===== config.mk =====
export PLATFORM = sky130hd
export DESIGN_NAME = lcd_timing_stat_irq_unit_top
export DESIGN_NICKNAME = d
export VERILOG_FILES = /design/src/sv/lcdts_pkg.sv /design/src/sv/lcdts_in_stage.sv /design/src/sv/lcdts_core.sv /design/src/sv/lcdts_out_stage.sv /design/src/sv/lcd_timing_stat_irq_unit_top.sv
export SDC_FILE = /design/constraint.sdc
export NUM_CORES = 1
export LEC_CHECK = 0
export ABC_CLOCK_PERIOD_IN_PS = 3800
export BUFFER_PORTS_ARGS = -buffer_cell sky130_fd_sc_hd__clkbuf_2
export CAP_MARGIN = 40
export CORE_MARGIN = 2
export CORE_UTILIZATION = 50
export CTS_CLUSTER_DIAMETER = 40
export DETAILED_ROUTE_END_ITERATION = 8
export PLACE_DENSITY_LB_ADDON = 0.15
export SLEW_MARGIN = 10
export SYNTH_ARGS = -nofsm -noshare
export SYNTH_HDL_FRONTEND = slang
export SYNTH_HIERARCHICAL = 1
export SYNTH_SLANG_ARGS = --single-unit

===== constraint.sdc =====
create_clock -name clock -period 3.8 [get_ports clock]
set_input_delay 0.76 -clock clock [delete_from_list [all_inputs] [get_ports clock]]
set_output_delay 0.76 -clock clock [all_outputs]
set_load 0.01 [all_outputs]

===== src/sv/lcdts_pkg.sv =====
package lcdts_pkg;

   // Frame geometry in dots and lines
   localparam logic [8:0] DOTS_PER_LINE    = 9'd456;
   localparam logic [7:0] VISIBLE_LINES    = 8'd144;
   localparam logic [7:0] TOTAL_LINES      = 8'd154;
   localparam logic [8:0] DRAW_START_DOT   = 9'd80;
   localparam logic [8:0] HBLANK_START_DOT = 9'd252;

   localparam int unsigned PLAIN_COUNT = 7;
   localparam int unsigned PLAIN_IDX_W = 3;

   // LCDC and STAT bit positions
   localparam int unsigned LCDC_ENABLE_BIT = 7;
   localparam int unsigned STAT_WRITTEN_BIT = 7;
   localparam int unsigned STAT_LYC_IE_BIT = 6;
   localparam int unsigned STAT_OAM_IE_BIT = 5;
   localparam int unsigned STAT_VBL_IE_BIT = 4;
   localparam int unsigned STAT_HBL_IE_BIT = 3;
   localparam int unsigned STAT_LYC_FLAG_BIT = 2;

   typedef enum logic [1:0] {
      OP_TICK  = 2'd0,
      OP_WRITE = 2'd1,
      OP_READ  = 2'd2,
      OP_NOP   = 2'd3
   } opcode_type;

   typedef enum logic [3:0] {
      REG_LCDC = 4'd0,
      REG_STAT = 4'd1,
      REG_SCY  = 4'd2,
      REG_SCX  = 4'd3,
      REG_LY   = 4'd4,
      REG_LYC  = 4'd5,
      REG_BGP  = 4'd6,
      REG_OBP0 = 4'd7,
      REG_OBP1 = 4'd8,
      REG_WY   = 4'd9,
      REG_WX   = 4'd10
   } reg_sel_type;

   typedef enum logic [1:0] {
      MODE_HBLANK = 2'd0,
      MODE_VBLANK = 2'd1,
      MODE_OAM    = 2'd2,
      MODE_DRAW   = 2'd3
   } mode_type;

   typedef struct packed {
      opcode_type  opcode;
      logic [3:0]  reg_select;
      logic [7:0]  write_data;
   } req_type;

   typedef struct packed {
      logic [7:0]  read_data;
      logic        vblank_irq;
      logic        stat_irq;
      mode_type    current_mode;
      logic [7:0]  current_line;
   } rsp_type;

   typedef struct packed {
      logic                   hit;
      logic [PLAIN_IDX_W-1:0] idx;
   } plain_slot_type;

   // Combined STAT interrupt line for the given STAT bits [7:2] and mode
   function automatic logic stat_level(input logic [7:2] stat_hi, input mode_type mode);
      logic lvl;
      lvl = ((mode == MODE_HBLANK) && stat_hi[STAT_HBL_IE_BIT]) ||
            ((mode == MODE_VBLANK) && stat_hi[STAT_VBL_IE_BIT]) ||
            ((mode == MODE_OAM)    && stat_hi[STAT_OAM_IE_BIT]) ||
            (stat_hi[STAT_LYC_FLAG_BIT] && stat_hi[STAT_LYC_IE_BIT]);
      return lvl;
   endfunction

   // Map a register select onto the plain register file
   function automatic plain_slot_type plain_slot(input logic [3:0] sel);
      plain_slot_type s;
      s.hit = 1'b1;
      case (sel)
         REG_SCY:  s.idx = 3'd0;
         REG_SCX:  s.idx = 3'd1;
         REG_BGP:  s.idx = 3'd2;
         REG_OBP0: s.idx = 3'd3;
         REG_OBP1: s.idx = 3'd4;
         REG_WY:   s.idx = 3'd5;
         REG_WX:   s.idx = 3'd6;
         default: begin
            s.hit = 1'b0;
            s.idx = 3'd0;
         end
      endcase
      return s;
   endfunction

endpackage


===== src/sv/lcdts_in_stage.sv =====
module lcdts_in_stage (
   input  logic              clock,
   input  logic              reset,
   input  logic              req_tvalid,
   output logic              req_tready,
   input  lcdts_pkg::req_type req_item,
   input  logic              advance,
   output logic              item_valid,
   output lcdts_pkg::req_type item
);

   logic              valid_ff, valid_in;
   lcdts_pkg::req_type item_ff;
   logic              take;

   assign req_tready = !valid_ff || advance;
   assign take       = req_tvalid && req_tready;

   always_comb begin
      valid_in = valid_ff;
      if (take) begin
         valid_in = 1'b1;
      end else if (advance) begin
         valid_in = 1'b0;
      end
   end

   always_ff @(posedge clock) begin
      if (reset) begin
         valid_ff <= 1'b0;
      end else begin
         valid_ff <= valid_in;
      end
   end

   always_ff @(posedge clock) begin
      if (take) begin
         item_ff <= req_item;
      end
   end

   assign item_valid = valid_ff;
   assign item       = item_ff;

endmodule


===== src/sv/lcdts_core.sv =====
module lcdts_core (
   input  logic               clock,
   input  logic               reset,
   input  logic               advance,
   input  lcdts_pkg::req_type item,
   output lcdts_pkg::rsp_type result
);

   logic [7:0]               ctrl_ff, ctrl_in;
   logic [7:2]               stat_ff, stat_in;
   logic [7:0]               lyc_ff, lyc_in;
   logic [7:0]               line_ff, line_in;
   lcdts_pkg::mode_type      mode_ff, mode_in;
   logic [8:0]               dl_ff, dl_in;
   logic [8:0]               dm_ff, dm_in;
   logic                     lvl_ff, lvl_in;
   logic [7:0]               plain_ff [lcdts_pkg::PLAIN_COUNT];

   lcdts_pkg::plain_slot_type slot;
   logic                     plain_we;
   logic [8:0]               next_line;
   logic                     lvl_now;
   logic                     lcd_on;
   logic [7:0]               rd;
   logic                     vb;
   logic                     se;

   assign slot   = lcdts_pkg::plain_slot(item.reg_select);
   assign lcd_on = ctrl_ff[lcdts_pkg::LCDC_ENABLE_BIT];

   always_comb begin
      ctrl_in   = ctrl_ff;
      stat_in   = stat_ff;
      lyc_in    = lyc_ff;
      line_in   = line_ff;
      mode_in   = mode_ff;
      dl_in     = dl_ff;
      dm_in     = dm_ff;
      lvl_in    = lvl_ff;
      rd        = 8'd0;
      vb        = 1'b0;
      se        = 1'b0;
      plain_we  = 1'b0;
      next_line = {1'b0, line_ff} + 9'd1;
      lvl_now   = 1'b0;
      case (item.opcode)
         lcdts_pkg::OP_TICK: begin
            if (lcd_on) begin
               dl_in = dl_ff + 9'd1;
               dm_in = dm_ff + 9'd1;
               if (line_ff < lcdts_pkg::VISIBLE_LINES) begin
                  if (dl_in == lcdts_pkg::DRAW_START_DOT) begin
                     if (mode_in != lcdts_pkg::MODE_DRAW) begin
                        mode_in = lcdts_pkg::MODE_DRAW;
                        lvl_now = lcdts_pkg::stat_level(stat_in, mode_in);
                        se      = se || (!lvl_in && lvl_now);
                        lvl_in  = lvl_now;
                     end
                     dm_in = 9'd0;
                  end
                  if (dl_in == lcdts_pkg::HBLANK_START_DOT) begin
                     if (mode_in != lcdts_pkg::MODE_HBLANK) begin
                        mode_in = lcdts_pkg::MODE_HBLANK;
                        lvl_now = lcdts_pkg::stat_level(stat_in, mode_in);
                        se      = se || (!lvl_in && lvl_now);
                        lvl_in  = lvl_now;
                     end
                     dm_in = 9'd0;
                  end
                  if (dl_in == lcdts_pkg::DOTS_PER_LINE) begin
                     dm_in   = 9'd0;
                     dl_in   = 9'd0;
                     line_in = next_line[7:0];
                     if (line_in == lcdts_pkg::VISIBLE_LINES) begin
                        vb = 1'b1;
                        if (mode_in != lcdts_pkg::MODE_VBLANK) begin
                           mode_in = lcdts_pkg::MODE_VBLANK;
                           lvl_now = lcdts_pkg::stat_level(stat_in, mode_in);
                           se      = se || (!lvl_in && lvl_now);
                           lvl_in  = lvl_now;
                        end
                     end else if (mode_in != lcdts_pkg::MODE_OAM) begin
                        mode_in = lcdts_pkg::MODE_OAM;
                        lvl_now = lcdts_pkg::stat_level(stat_in, mode_in);
                        se      = se || (!lvl_in && lvl_now);
                        lvl_in  = lvl_now;
                     end
                     // refresh the coincidence flag
                     stat_in[lcdts_pkg::STAT_LYC_FLAG_BIT] = (lyc_in == line_in);
                     lvl_now = lcdts_pkg::stat_level(stat_in, mode_in);
                     se      = se || (!lvl_in && lvl_now);
                     lvl_in  = lvl_now;
                  end
               end else if (dm_in == lcdts_pkg::DOTS_PER_LINE) begin
                  dm_in = 9'd0;
                  dl_in = 9'd0;
                  if ((next_line >= {1'b0, lcdts_pkg::TOTAL_LINES}) || next_line[8]) begin
                     line_in = 8'd0;
                     if (mode_in != lcdts_pkg::MODE_OAM) begin
                        mode_in = lcdts_pkg::MODE_OAM;
                        lvl_now = lcdts_pkg::stat_level(stat_in, mode_in);
                        se      = se || (!lvl_in && lvl_now);
                        lvl_in  = lvl_now;
                     end
                  end else begin
                     line_in = next_line[7:0];
                  end
                  stat_in[lcdts_pkg::STAT_LYC_FLAG_BIT] = (lyc_in == line_in);
                  lvl_now = lcdts_pkg::stat_level(stat_in, mode_in);
                  se      = se || (!lvl_in && lvl_now);
                  lvl_in  = lvl_now;
               end
            end
         end
         lcdts_pkg::OP_WRITE: begin
            case (item.reg_select)
               lcdts_pkg::REG_LCDC: begin
                  ctrl_in = item.write_data;
                  if (!lcd_on && item.write_data[lcdts_pkg::LCDC_ENABLE_BIT]) begin
                     stat_in[lcdts_pkg::STAT_LYC_FLAG_BIT] = (lyc_in == line_in);
                     lvl_now = lcdts_pkg::stat_level(stat_in, mode_in);
                     se      = !lvl_in && lvl_now;
                     lvl_in  = lvl_now;
                  end
                  if (lcd_on && !item.write_data[lcdts_pkg::LCDC_ENABLE_BIT]) begin
                     // display off: clear position, keep flag and line level
                     line_in = 8'd0;
                     mode_in = lcdts_pkg::MODE_HBLANK;
                     dl_in   = 9'd0;
                     dm_in   = 9'd0;
                  end
               end
               lcdts_pkg::REG_STAT: begin
                  stat_in = {1'b1, item.write_data[6:3], (lyc_ff == line_ff)};
                  lvl_now = lcdts_pkg::stat_level(stat_in, mode_in);
                  se      = !lvl_in && lvl_now;
                  lvl_in  = lvl_now;
               end
               lcdts_pkg::REG_LYC: begin
                  lyc_in = item.write_data;
                  if (lcd_on) begin
                     stat_in[lcdts_pkg::STAT_LYC_FLAG_BIT] = (lyc_in == line_in);
                     lvl_now = lcdts_pkg::stat_level(stat_in, mode_in);
                     se      = !lvl_in && lvl_now;
                     lvl_in  = lvl_now;
                  end
               end
               default: begin
                  plain_we = slot.hit;
               end
            endcase
         end
         lcdts_pkg::OP_READ: begin
            case (item.reg_select)
               lcdts_pkg::REG_LCDC: rd = ctrl_ff;
               lcdts_pkg::REG_STAT: rd = {stat_ff, (lcd_on ? mode_ff : lcdts_pkg::MODE_HBLANK)};
               lcdts_pkg::REG_LY:   rd = line_ff;
               lcdts_pkg::REG_LYC:  rd = lyc_ff;
               default:             rd = slot.hit ? plain_ff[slot.idx] : 8'd0;
            endcase
         end
         default: begin
            rd = 8'd0;
         end
      endcase
   end

   always_ff @(posedge clock) begin
      if (reset) begin
         ctrl_ff <= 8'd0;
         stat_ff <= 6'd0;
         lyc_ff  <= 8'd0;
         line_ff <= 8'd0;
         mode_ff <= lcdts_pkg::MODE_HBLANK;
         dl_ff   <= 9'd0;
         dm_ff   <= 9'd0;
         lvl_ff  <= 1'b0;
      end else if (advance) begin
         ctrl_ff <= ctrl_in;
         stat_ff <= stat_in;
         lyc_ff  <= lyc_in;
         line_ff <= line_in;
         mode_ff <= mode_in;
         dl_ff   <= dl_in;
         dm_ff   <= dm_in;
         lvl_ff  <= lvl_in;
      end
   end

   always_ff @(posedge clock) begin
      if (reset) begin
         for (int i = 0; i < lcdts_pkg::PLAIN_COUNT; i++) begin
            plain_ff[i] <= 8'd0;
         end
      end else if (advance && plain_we) begin
         plain_ff[slot.idx] <= item.write_data;
      end
   end

   always_comb begin
      result.read_data    = rd;
      result.vblank_irq   = vb;
      result.stat_irq     = se;
      result.current_mode = mode_in;
      result.current_line = line_in;
   end

endmodule


===== src/sv/lcdts_out_stage.sv =====
module lcdts_out_stage (
   input  logic               clock,
   input  logic               reset,
   input  logic               advance,
   input  lcdts_pkg::rsp_type result,
   output logic               out_load,
   output logic               rsp_tvalid,
   input  logic               rsp_tready,
   output lcdts_pkg::rsp_type rsp_item
);

   logic               valid_ff, valid_in;
   lcdts_pkg::rsp_type rsp_ff;

   // result register frees up when empty or when its transaction completes
   assign out_load = !valid_ff || rsp_tready;

   always_comb begin
      valid_in = valid_ff;
      if (out_load) begin
         valid_in = advance;
      end
   end

   always_ff @(posedge clock) begin
      if (reset) begin
         valid_ff <= 1'b0;
      end else begin
         valid_ff <= valid_in;
      end
   end

   always_ff @(posedge clock) begin
      if (advance) begin
         rsp_ff <= result;
      end
   end

   assign rsp_tvalid = valid_ff;
   assign rsp_item   = rsp_ff;

endmodule


===== src/sv/lcd_timing_stat_irq_unit_top.sv =====
// LCD timing and STAT interrupt unit. Each request transaction is a dot tick,
// a register write, a register read or a no-op (opcode in req_tuser); every
// request yields exactly one response transaction carrying the read byte, the
// VBlank and STAT interrupt pulses, and the mode and line after that request.
// The unit takes one request per clock while rsp_tready is high: a request is
// held in the input register, is applied to the timing state in a single pass
// of counter and compare logic, and appears in the result register, so the
// sustained rate is one transaction per cycle, limited only by rsp_tready.
// While a response waits, the next request is still accepted and held in the
// input register. Writes to LY and to unused selects are dropped; reads of
// unused selects return zero.
module lcd_timing_stat_irq_unit_top (
   input  logic        clock,
   input  logic        reset,
   input  logic        req_tvalid,
   output logic        req_tready,
   input  logic [7:0]  req_tdata,   // [7:0] write_data
   input  logic [5:0]  req_tuser,   // [1:0] opcode, [5:2] reg_select
   output logic        rsp_tvalid,
   input  logic        rsp_tready,
   // [7:0] read_data, [8] vblank_irq, [9] stat_irq, [11:10] current_mode,
   // [19:12] current_line, [23:20] zero
   output logic [23:0] rsp_tdata
);

   lcdts_pkg::req_type req_item;
   lcdts_pkg::req_type item;
   lcdts_pkg::rsp_type result;
   lcdts_pkg::rsp_type rsp_item;
   logic               item_valid;
   logic               out_load;
   logic               advance;

   // unpack the request transaction
   always_comb begin
      req_item.opcode     = lcdts_pkg::opcode_type'(req_tuser[1:0]);
      req_item.reg_select = req_tuser[5:2];
      req_item.write_data = req_tdata;
   end

   // move the held request into the result register; state updates here
   assign advance = item_valid && out_load;

   lcdts_in_stage u_in (
      .clock      (clock),
      .reset      (reset),
      .req_tvalid (req_tvalid),
      .req_tready (req_tready),
      .req_item   (req_item),
      .advance    (advance),
      .item_valid (item_valid),
      .item       (item)
   );

   lcdts_core u_core (
      .clock   (clock),
      .reset   (reset),
      .advance (advance),
      .item    (item),
      .result  (result)
   );

   lcdts_out_stage u_out (
      .clock      (clock),
      .reset      (reset),
      .advance    (advance),
      .result     (result),
      .out_load   (out_load),
      .rsp_tvalid (rsp_tvalid),
      .rsp_tready (rsp_tready),
      .rsp_item   (rsp_item)
   );

   // pack the response transaction
   assign rsp_tdata = {4'd0, rsp_item.current_line, rsp_item.current_mode,
                       rsp_item.stat_irq, rsp_item.vblank_irq, rsp_item.read_data};

endmodule

After elaboration in Yosys (flattened, before gate mapping):

Memories as Yosys holds them, arrays and structs flattened.
Index checks and enable logic that the tools add are counted.

* register bits: 87
* memory bits (writable): 56
* input port bits: 18
* word-level logic and storage cells: 292
* memories kept: 1

* add/subtract/negate cells: 3
* $lt $le $gt $ge: 2
* eq/ne operators: 39
* mux-type cells: 144
* reduce and logical (&&, ||, !) cells: 84

Memory list
* u_core.plain_ff: words 7, width 8, read ports 1, clocked after memory_dff 0, write ports 7, RTL line lcdts_core.sv:17 `logic [7:0] plain_ff [lcdts_pkg::PLAIN_COUNT];`

Operator list (count)
* 9-bit 2-to-1 mux: 12
* 8-bit 2-to-1 mux: 13
* 1-bit 2-to-1 mux: 76
* 2-bit 2-to-1 mux: 30
* 9-bit one-hot mux with 2 select lines: 2
* 1-bit logical AND: 33
* 8-bit == test: 4
* 8-bit one-hot mux with 4 select lines: 1
* 1-bit logical OR: 24
* 9-bit by 1-bit adder with 9-bit output (second input constant): 2
* 9-bit == test (second input constant): 2
* 3-bit one-hot mux with 6 select lines: 1
* 4-bit by 3-bit == test with 1-bit output (second input constant): 4
* 8-bit one-hot mux with 2 select lines: 1
* 4-bit == test (second input constant): 3
* 8-bit by 1-bit adder with 9-bit output (second input constant): 1
* 9-bit by 7-bit == test with 1-bit output (second input constant): 1
* 9-bit by 8-bit == test with 1-bit output (second input constant): 1
* 9-bit by 8-bit greater-or-equal comparator with 1-bit output (second input constant): 1
* 1-bit logical NOT: 9
* 1-bit one-hot mux with 3 select lines: 3
* 3-bit AND reduction: 3
* 2-bit by 1-bit == test with 1-bit output (second input constant): 4
* 2-bit == test (second input constant): 4
* 23 further kinds: 37

Logic depth before layout (Yosys ltp):

Gate-level depths: netlist of the first run.

* word-level depth: 30
* depth in mapped cells: 14

Cells and area by module:

The synthesis of the first run kept the hierarchy.

By module, submodules not included
* lcdts_core: instances 1, cells an instance 802, area an instance 7199.4 µm², sequential area each 2862.7 µm²
* lcdts_out_stage: instances 1, cells an instance 24, area an instance 646.9 µm², sequential area each 620.6 µm²
* lcdts_in_stage: instances 1, cells an instance 19, area an instance 475.5 µm², sequential area each 440.4 µm²
* lcd_timing_stat_irq_unit_top: instances 1, cells an instance 6, area an instance 40.0 µm², sequential area each 0.0 µm²

Worst setup path after synthesis of the first run:

No wires, ideal clock.

* path type: input -> register
* from: in rsp_tready
* to: mem u_core.plain_ff[2][0], enable pin
* setup time: 0.329 ns
* arrival time: 3.012 ns
* data required time: 3.471 ns
* setup slack: 0.460 ns
* stages on the path: 8
* path buffers: 1
* path through: nand2b_4 -> and2_1 -> nand2_1 -> nor3_2 -> nand2_1 -> or3_1 -> clkbuf_1 -> nand2_1

RTL lines
* start: declaration: RTL line lcd_timing_stat_irq_unit_top.sv:20 `input logic rsp_tready,`
* end: declaration: RTL line lcdts_core.sv:17

==> results of run 1 <==
## cell families after synthesis
family                     after synthesis
and+or+nand+nor                        327
buffers and inverters                   89
adders and majority gates                5
xor gates and xnor gates                37
other                                    2
AOI/OAI and AO/OA                      197
muxes                                   43
DFF                                    151
## per-layer routing
metal	share of wire	wire [um]	vias up	global-route usage
li1	-	-	3215	-
met1	0.42	9690	3389	0.347
met2	0.48	11100	297	0.435
met3	0.066	1520	47	0.0464
met4	0.034	787	0	0.122
met5	0	0	-	0
## flip-flops by register name (all words and copies together), names as in the netlist
signal / count
u_core/dl_ff: 9
u_core/lvl_ff: 1
u_in/item_valid: 1
u_core/plain_ff: 64
u_core/stat_ff: 6
u_core/lyc_ff: 8
u_core/dm_ff: 9
u_out/rsp_tvalid: 1
u_core/line_ff: 8
u_out/rsp_item: 20
u_core/mode_ff: 2
u_in/item: 14
u_core/ctrl_ff: 8
## worst min-delay path: stages, from the launching register on
cell                      delay, ns
sky130_fd_sc_hd__dfxtp_1       0.32
sky130_fd_sc_hd__nand2_1       0.05
sky130_fd_sc_hd__a21oi_1       0.06
## synth_stat cells, types with 4 or more instances
| cell type | number | share of area |
|---|---|---|
| sky130_fd_sc_hd__xnor2_1 | 23 | 0.024 |
| sky130_fd_sc_hd__buf_2 | 11 | 0.0066 |
| sky130_fd_sc_hd__a31oi_1 | 9 | 0.0067 |
| sky130_fd_sc_hd__buf_1 | 9 | 0.0040 |
| sky130_fd_sc_hd__and3_1 | 4 | 0.0030 |
| sky130_fd_sc_hd__o21a_1 | 5 | 0.0045 |
| sky130_fd_sc_hd__o22ai_1 | 6 | 0.0045 |
| sky130_fd_sc_hd__o31ai_1 | 8 | 0.0072 |
| sky130_fd_sc_hd__nor2b_1 | 9 | 0.0067 |
| sky130_fd_sc_hd__o21ai_0 | 41 | 0.025 |
| sky130_fd_sc_hd__or3_1 | 7 | 0.0052 |
| sky130_fd_sc_hd__mux2_2 | 5 | 0.0067 |
| sky130_fd_sc_hd__and4_1 | 4 | 0.0042 |
| sky130_fd_sc_hd__a22oi_1 | 5 | 0.0045 |
| sky130_fd_sc_hd__and2_1 | 12 | 0.0090 |
| sky130_fd_sc_hd__mux2i_1 | 19 | 0.023 |
| sky130_fd_sc_hd__edfxtp_1 | 90 | 0.32 |
| sky130_fd_sc_hd__nor3_1 | 14 | 0.0084 |
| sky130_fd_sc_hd__o22a_1 | 8 | 0.0084 |
| sky130_fd_sc_hd__nand2_1 | 86 | 0.039 |
| sky130_fd_sc_hd__a211oi_1 | 4 | 0.0036 |
| sky130_fd_sc_hd__nand3_1 | 26 | 0.016 |
| sky130_fd_sc_hd__a21o_1 | 5 | 0.0045 |
| sky130_fd_sc_hd__a311oi_1 | 5 | 0.0052 |
| sky130_fd_sc_hd__o211ai_1 | 6 | 0.0054 |
| sky130_fd_sc_hd__o41ai_1 | 4 | 0.0042 |
| sky130_fd_sc_hd__buf_4 | 8 | 0.0072 |
| sky130_fd_sc_hd__nor4_1 | 6 | 0.0045 |
| sky130_fd_sc_hd__mux4_2 | 18 | 0.048 |
| sky130_fd_sc_hd__nand2b_1 | 4 | 0.0030 |
| sky130_fd_sc_hd__ha_1 | 5 | 0.0075 |
| sky130_fd_sc_hd__a21oi_1 | 52 | 0.031 |
| sky130_fd_sc_hd__inv_1 | 28 | 0.013 |
| sky130_fd_sc_hd__nor2_1 | 102 | 0.046 |
| sky130_fd_sc_hd__a311o_1 | 4 | 0.0048 |
| sky130_fd_sc_hd__dfxtp_1 | 61 | 0.15 |
| sky130_fd_sc_hd__xor2_1 | 14 | 0.015 |
| sky130_fd_sc_hd__clkbuf_1 | 31 | 0.014 |
| sky130_fd_sc_hd__nand4_1 | 14 | 0.010 |
## metrics by stage
step / area, sq um / cells / utilization / total power [uW]
after floorplan: 8400 / 861 / - / 2030
after global placement: 8810 / 1089 / 0.535 / 2120
after detailed placement: 8810 / 1089 / 0.535 / 2130
after CTS: 9410 / 1121 / 0.572 / 3830
after global routing: 9410 / 1121 / 0.572 / 3940
final: 9410 / 1121 / 0.572 / 3810
## where the power goes
group | internal, uW | leakage [uW] | switching (uW)
logic | 101 | 0.00174 | 163
registers | 1780 | 0.00139 | 47.5
clock network | 988 | 0.000285 | 729
total | 2870 | 0.00341 | 939
## final timing paths
kind                             end  slack, ns  cells after the start
setup / recovery  u_out/rsp_item[10]       0.37                      8
hold / removal     u_core/ctrl_ff[4]       0.48                      2
setup reg to reg  u_out/rsp_item[10]       0.37                      8
hold reg to reg    u_core/ctrl_ff[4]       0.48                      2
## area by class of cell
cell class | instances | area [sq um] | share of cell area
Multi-Input combinational cell | 621 | 4090 | 0.435
Sequential cell | 151 | 3920 | 0.417
Clock buffer | 18 | 429 | 0.0456
Timing Repair Buffer | 68 | 413 | 0.0439
Tap cell | 220 | 275 | 0.0292
Clock inverter | 14 | 169 | 0.0179
Inverter | 29 | 109 | 0.0116
==> Implementation_results.wiki, run 1 <==
{| class="wikitable"
! Metric !! Value
|-
| Number of enable flip-flop cells after synthesis || 90
|-
| Number of buffer and inverter stages on the critical path || 0
|-
| Chip width || roughly 130 um
|-
| HPWL Detailed || 16400 um
|-
| Number of detailed-route iterations in the first pass || 5
|-
| TritonCTS clock tree || yes
|-
| DR DRC count || 0
|-
| Worst Skew || 0.00741 ns
|-
| Layout Nets || 911
|-
| Worst hold path class || reg2reg
|-
| Arrival @ worst endpoint || around 3.6 ns
|-
| Transition time at the pin with the least slew margin || approximately 0.85 ns
|-
| Global-route wire length before repair || between 30000 and 40000 um
|-
| Power per cell area || roughly 400 nW/um^2
|-
| Mean area per synthesized cell || 9.83 sq um
|-
| TritonCTS Buffers || 17
|-
| Largest net degree at the start of global routing || 27
|-
| Synthesized-area fraction occupied by and/or/nand/nor cells || 0.200
|-
| Data required, critical path || 3.97 ns
|-
| Initial standard-cell utilization of the core || 0.508
|-
| Height of the die || 133 um
|-
| Worst slack after detailed placement || roughly 0.43 ns
|-
| Antenna-violating nets left || 0
|-
| Post-synthesis mux area share || 0.0793
|-
| Clock insertion delay at the later pin of the skew report || ~0.42 ns
|-
| Area of the core region || between 15000 and 20000 sq um
|-
| Timing-limited maximum frequency || roughly 290 MHz
|-
| CTS root buffer || sky130_fd_sc_hd__clkbuf_16
|-
| Final setup violation count || 0
|-
| Detail-routed via count per cell || between 6 and 7
|-
| I/O pin total || 44
|-
| Worst setup startpoint || u_core/line_ff[4]
|-
| Final TNS setup || 0 ns
|-
| Cell count after synthesis || 851
|-
| Yosys Warn Count || 6
|-
| Worst setup path class || reg2reg
|-
| TritonCTS sink count || roughly 150
|-
| # Max-Cap Violations || 0
|-
| DR WL/cell || about 21 um
|-
| Final critical path time including I/O delays and setup || ~3.4 ns
|-
| Number of H-tree branching levels || 4
|-
| Final weighted congestion in routability-driven placement || 0.939
|-
| Count of unique library cells instantiated by Yosys || 88
|-
| Area of the mapped netlist || between 8000 and 9000 sq um
|-
| Total grt overflow || 0
|-
| CP delay by family, top || simple AND/OR/NAND/NOR gates
|-
| Leakage power total || 0.00341 uW
|-
| Unrepaired setup endpoints after global routing || no
|-
| Hold slack final || approximately 0.48 ns
|-
| R2r startpoint || u_core/line_ff[4]
|-
| Min-delay src || u_core/ctrl_ff[4]
|-
| Area fraction in compound gates after synthesis || 0.158
|-
| Commonest non-fill, non-tap cell in the layout || sky130_fd_sc_hd__nor2_1
|-
| Ratio of final minimum period to clock period || 0.901
|-
| Number of failing hold endpoints at the final stage || 0
|-
| Area grow syn2layout || 12.6%
|-
| Number of fillers in the final layout || roughly 1500
|-
| Maximum cell stage delay along the critical path || ~0.76 ns
|-
| Hold buffer count at cts || 0
|-
| Die ar. || roughly 18000 sq um
|-
| Cell chain of the critical path || nand3_1, nor2_1, xnor2_1, nor4_4, mux2_2, a21oi_1, o211ai_1, a311o_1
|-
| Post-synthesis sequential element count || 151
|-
| Total global-route track usage || 0.266
|-
| Max VDD drop || around 0.00030 V
|-
| Critical-path cell with the highest stage delay || sky130_fd_sc_hd__dfxtp_1
|-
| WL final || about 23000 um
|-
| Antenna violations before repair || 0
|-
| Predominant post-synthesis flop cell || sky130_fd_sc_hd__edfxtp_1
|-
| Outcome || finished clean
|-
| Area share of xor/xnor cells in the synthesized design || 0.0388
|-
| Vias in the first global route || 6649
|-
| Arithmetic-cell share of the synthesized area counting full adders, half adders and majority gates || 0.00748
|-
| Launching element type of the critical path || register
|-
| Worst setup EP type || register
|-
| Highest-count cells in the layout ignoring fill and taps || 102 x sky130_fd_sc_hd__nor2_1, 90 x sky130_fd_sc_hd__edfxtp_1, 86 x sky130_fd_sc_hd__nand2_1
|-
| Overall via count from detail_route || around 6900
|-
| Post-CTS Resized || 0
|-
| Post-synthesis async set-or-reset flop share || 0
|-
| Post-synthesis sequential area ratio || 0.469
|-
| Worst slew slack as a fraction of its limit || 0.431
|-
| DR iter-0 viols || roughly 730
|-
| Smallest setup slack after layout || around 0.37 ns
|-
| I/O Buffers || 39
|-
| Peak fanout along the critical path || 16
|-
| Clock-pin slew on the worst setup and hold paths || about 0.060 ns
|-
| Post-CTS Setup Bufs || 0
|-
| Layout cell share with drive strength beyond 1 || 0.164
|-
| Antenna Cells || 0
|-
| Dominant combinational cell family by area after synthesis || simple AND/OR/NAND/NOR gates
|-
| Final-report max-slew violation count || 0
|-
| Row count || 47
|-
| Bufs on Longest Clock Path || 2
|}
No activity file was read; power rests on OpenSTA's default activity.
==> run 2: changes to the inputs <==
Settings changed: CORE_UTILIZATION 50 to 30, GPL_TIMING_DRIVEN set to 0, SLEW_MARGIN 10 to unset.
==> run 2 against run 1 <==
  * Routed wire length rose by 11%
  * Clock-buffer cell count fell by 1
  * First-iteration DRC count fell by 16%
  * Largest cell class unchanged
  * Largest power group unchanged
  * Highest routed layer unchanged
==> Implementation_results.wiki, run 2 (synthesis gave the netlist of run 1 again) <==
{| class="wikitable"
! Metric !! Value
|-
| Final critical path time including I/O delays and setup || 3.58 ns (+0.149 ns)
|-
| Cell chain of the critical path || ha_1, clkbuf_1, nand3_1, xor2_1, nor4_4, mux2_2, a21oi_1, o211ai_1, a311o_1, buf_4
|-
| Worst slack after detailed placement || -0.281 ns (-0.707 ns)
|-
| Initial standard-cell utilization of the core || 0.303 (-0.205)
|-
| Largest net degree at the start of global routing || 26 (-3.7%)
|-
| Post-route cell area || 9750 sq um (+3.5%)
|-
| Overall via count from detail_route || 6859 (-1.3%)
|-
| Antenna Cells || 0 (unchanged)
|-
| I/O pin total || 44 (unchanged)
|-
| Final setup violation count || 0 (unchanged)
|-
| Detail-routed via count per cell || 5.21 (-16%)
|-
| Area of the core region || 27600 sq um (+68%)
|-
| Commonest non-fill, non-tap cell in the layout || sky130_fd_sc_hd__nor2_1
|-
| Launching element type of the critical path || register
|-
| Layout Nets || 948 (+4.1%)
|-
| Antenna violations before repair || 0 (unchanged)
|-
| Worst hold path class || reg2reg
|-
| Row count || 61 (+30%)
|-
| Timing-limited maximum frequency || 280 MHz (-4.2%)
|-
| Tot Pwr || 3870 uW (+1.4%)
|-
| Logic gate share of total power || 0.076 (+0.007)
|-
| Number of failing hold endpoints at the final stage || 0 (unchanged)
|-
| WL final || 25600 um (+11%)
|-
| Total global-route track usage || 0.180 (-0.0863)
|-
| CTS root buffer || sky130_fd_sc_hd__clkbuf_16
|-
| Chip width || 171 um (+28%)
|-
| Antenna-violating nets left || 0 (unchanged)
|-
| Highest-count cells in the layout ignoring fill and taps || 102 x sky130_fd_sc_hd__nor2_1, 90 x sky130_fd_sc_hd__edfxtp_1, 86 x sky130_fd_sc_hd__nand2_1
|-
| Number of detailed-route iterations in the first pass || 5 (unchanged)
|-
| Register with the highest flop count || u_core/plain_ff
|-
| Final weighted congestion in routability-driven placement || 0.829 (-12%)
|-
| # Max-Cap Violations || 0 (unchanged)
|-
| Smallest setup slack after layout || 0.225 ns (-0.149 ns)
|-
| Worst slew slack as a fraction of its limit || 0.462 (+0.0310)
|-
| Clock insertion delay at the later pin of the skew report || 0.44 ns (+0.02 ns)
|-
| Max VDD drop || 0.000208 V (-31%)
|-
| Worst Skew || 0.0161 ns (+0.00869 ns)
|-
| Core Util, Final || 0.353 (-0.219)
|-
| DR iter-0 viols || 619 (-16%)
|-
| Ratio of final minimum period to clock period || 0.941 (+0.0393)
|-
| Arrival @ worst endpoint || 3.77 ns (+0.18 ns)
|-
| Die ar. || 29200 sq um (+64%)
|-
| Switching fraction of total power || 0.280 (+0.0331)
|-
| Sequential fraction of design power || 0.470 (-0.010)
|-
| Critical-path cell with the highest stage delay || sky130_fd_sc_hd__nor4_4
|-
| Global-route wire length before repair || 39200 um (+8.2%)
|-
| Area after detailed placement || 9120 sq um (+3.4%)
|-
| Clock Power Share || 0.454 (+0.004)
|-
| Total grt overflow || 0 (unchanged)
|-
| DR DRC count || 0 (unchanged)
|-
| Layout cell share with drive strength beyond 1 || 0.156 (-0.00861)
|-
| Clock-pin slew on the worst setup and hold paths || 0.08 ns (+0.02 ns)
|-
| TritonCTS Buffers || 17 (unchanged)
|-
| Area grow syn2layout || 16.6%
|-
| Unrepaired setup endpoints after global routing || no
|-
| Maximum cell stage delay along the critical path || 0.50 ns (-0.26 ns)
|-
| Switching power summed over all nets || 1080 uW (+15%)
|-
| Height of the die || 171 um (+28%)
|-
| Data required, critical path || 4.00 ns (+0.03 ns)
|-
| Int Power || 2790 uW (-3.0%)
|-
| Bufs on Longest Clock Path || 2 (unchanged)
|-
| TritonCTS sink count || 151 (unchanged)
|-
| Number of flip-flops under the largest register name || 64 (unchanged)
|-
| Peak fanout along the critical path || 10 (-6)
|-
| Worst setup path class || reg2reg
|-
| Outcome || finished clean
|-
| Final-report max-slew violation count || 0 (unchanged)
|-
| Power per cell area || 397 nW/um^2 (-2.0%)
|-
| TritonCTS clock tree || yes
|-
| Number of H-tree branching levels || 4 (unchanged)
|-
| Transition time at the pin with the least slew margin || 0.796 ns (-0.0545 ns)
|-
| Worst setup EP type || register
|-
| DR WL/cell || 19.5 um (-5.5%)
|-
| I/O Buffers || 39 (unchanged)
|-
| Leakage power total || 0.00348 uW (+1.8%)
|-
| Vias in the first global route || 6516 (-2.0%)
|-
| HPWL Detailed || 18300 um (+11%)
|-
| Final TNS setup || 0 ns (unchanged)
|}
[run 2: timing repair]
item,4_1_cts,5_1_grt
gates resized for setup,0,2
endpoints found under the setup margin,0,19
hold endpoints to repair,0,0
hold buffers,0,0
buffers inserted,0,0
[run 2: worst paths after layout]
kind                                   startpoint                 end  cells past startpoint  slack, ns
worst max-delay path            u_core/line_ff[0]  u_out/rsp_item[10]                     10       0.22
worst min-delay path            u_core/ctrl_ff[3]   u_core/ctrl_ff[3]                      2       0.47
worst min register to register  u_core/ctrl_ff[3]   u_core/ctrl_ff[3]                      2       0.47
worst max register to register  u_core/line_ff[0]  u_out/rsp_item[10]                     10       0.22
[run 2: final cells by class]
cell class / instances / area [sq um]
Multi-Input combinational cell: 621 / 4110
Buffer: 60 / 277
Fill cell: 2864 / 17900
Tap cell: 378 / 473
Clock inverter: 15 / 189
Inverter: 29 / 109
Timing Repair Buffer: 45 / 243
Sequential cell: 151 / 3920
Clock buffer: 17 / 425
[run 2: routing by layer]
metal | vias to the layer above | wire [um] | GRT usage | part of all wire
li1 | 3284 | - | - | -
met1 | 3353 | 12700 | 0.265 | 0.50
met2 | 203 | 11200 | 0.267 | 0.44
met3 | 19 | 1420 | 0.0335 | 0.055
met4 | 0 | 258 | 0.0505 | 0.010
met5 | - | 0 | 0 | 0
[run 2: metrics by stage]
| stage | instances | hold slack, ns |
|---|---|---|
| after global placement | 1278 | 0.447 |
| after detailed placement | 1284 | 0.450 |
| after floorplan | 861 | 0.427 |
| final | 1316 | 0.466 |
| after CTS | 1316 | 0.461 |
| after global routing | 1316 | 0.482 |
[run 2: power by group through the flow]
stage               logic [uW]  registers (uW)  clock network (uW)
global placement           287            1860                   0
floorplan                  181            1840                   0
finish                     293            1820                1760
global route               317            1820                1870
detailed placement         290            1860                   0
CTS                        290            1820                1800
[run 2: critical path, delay by kind of cell, from the launching register on]
kind	cells	cell delay, ns
AO/OA/AOI/OAI	3	0.71
multiplexers	1	0.39
XOR/XNOR	1	0.27
AND/OR/NAND/NOR	2	0.71
flip-flops	1	0.39
adder cells (fa/ha/maj)	1	0.28
buffers and inverters	2	0.58
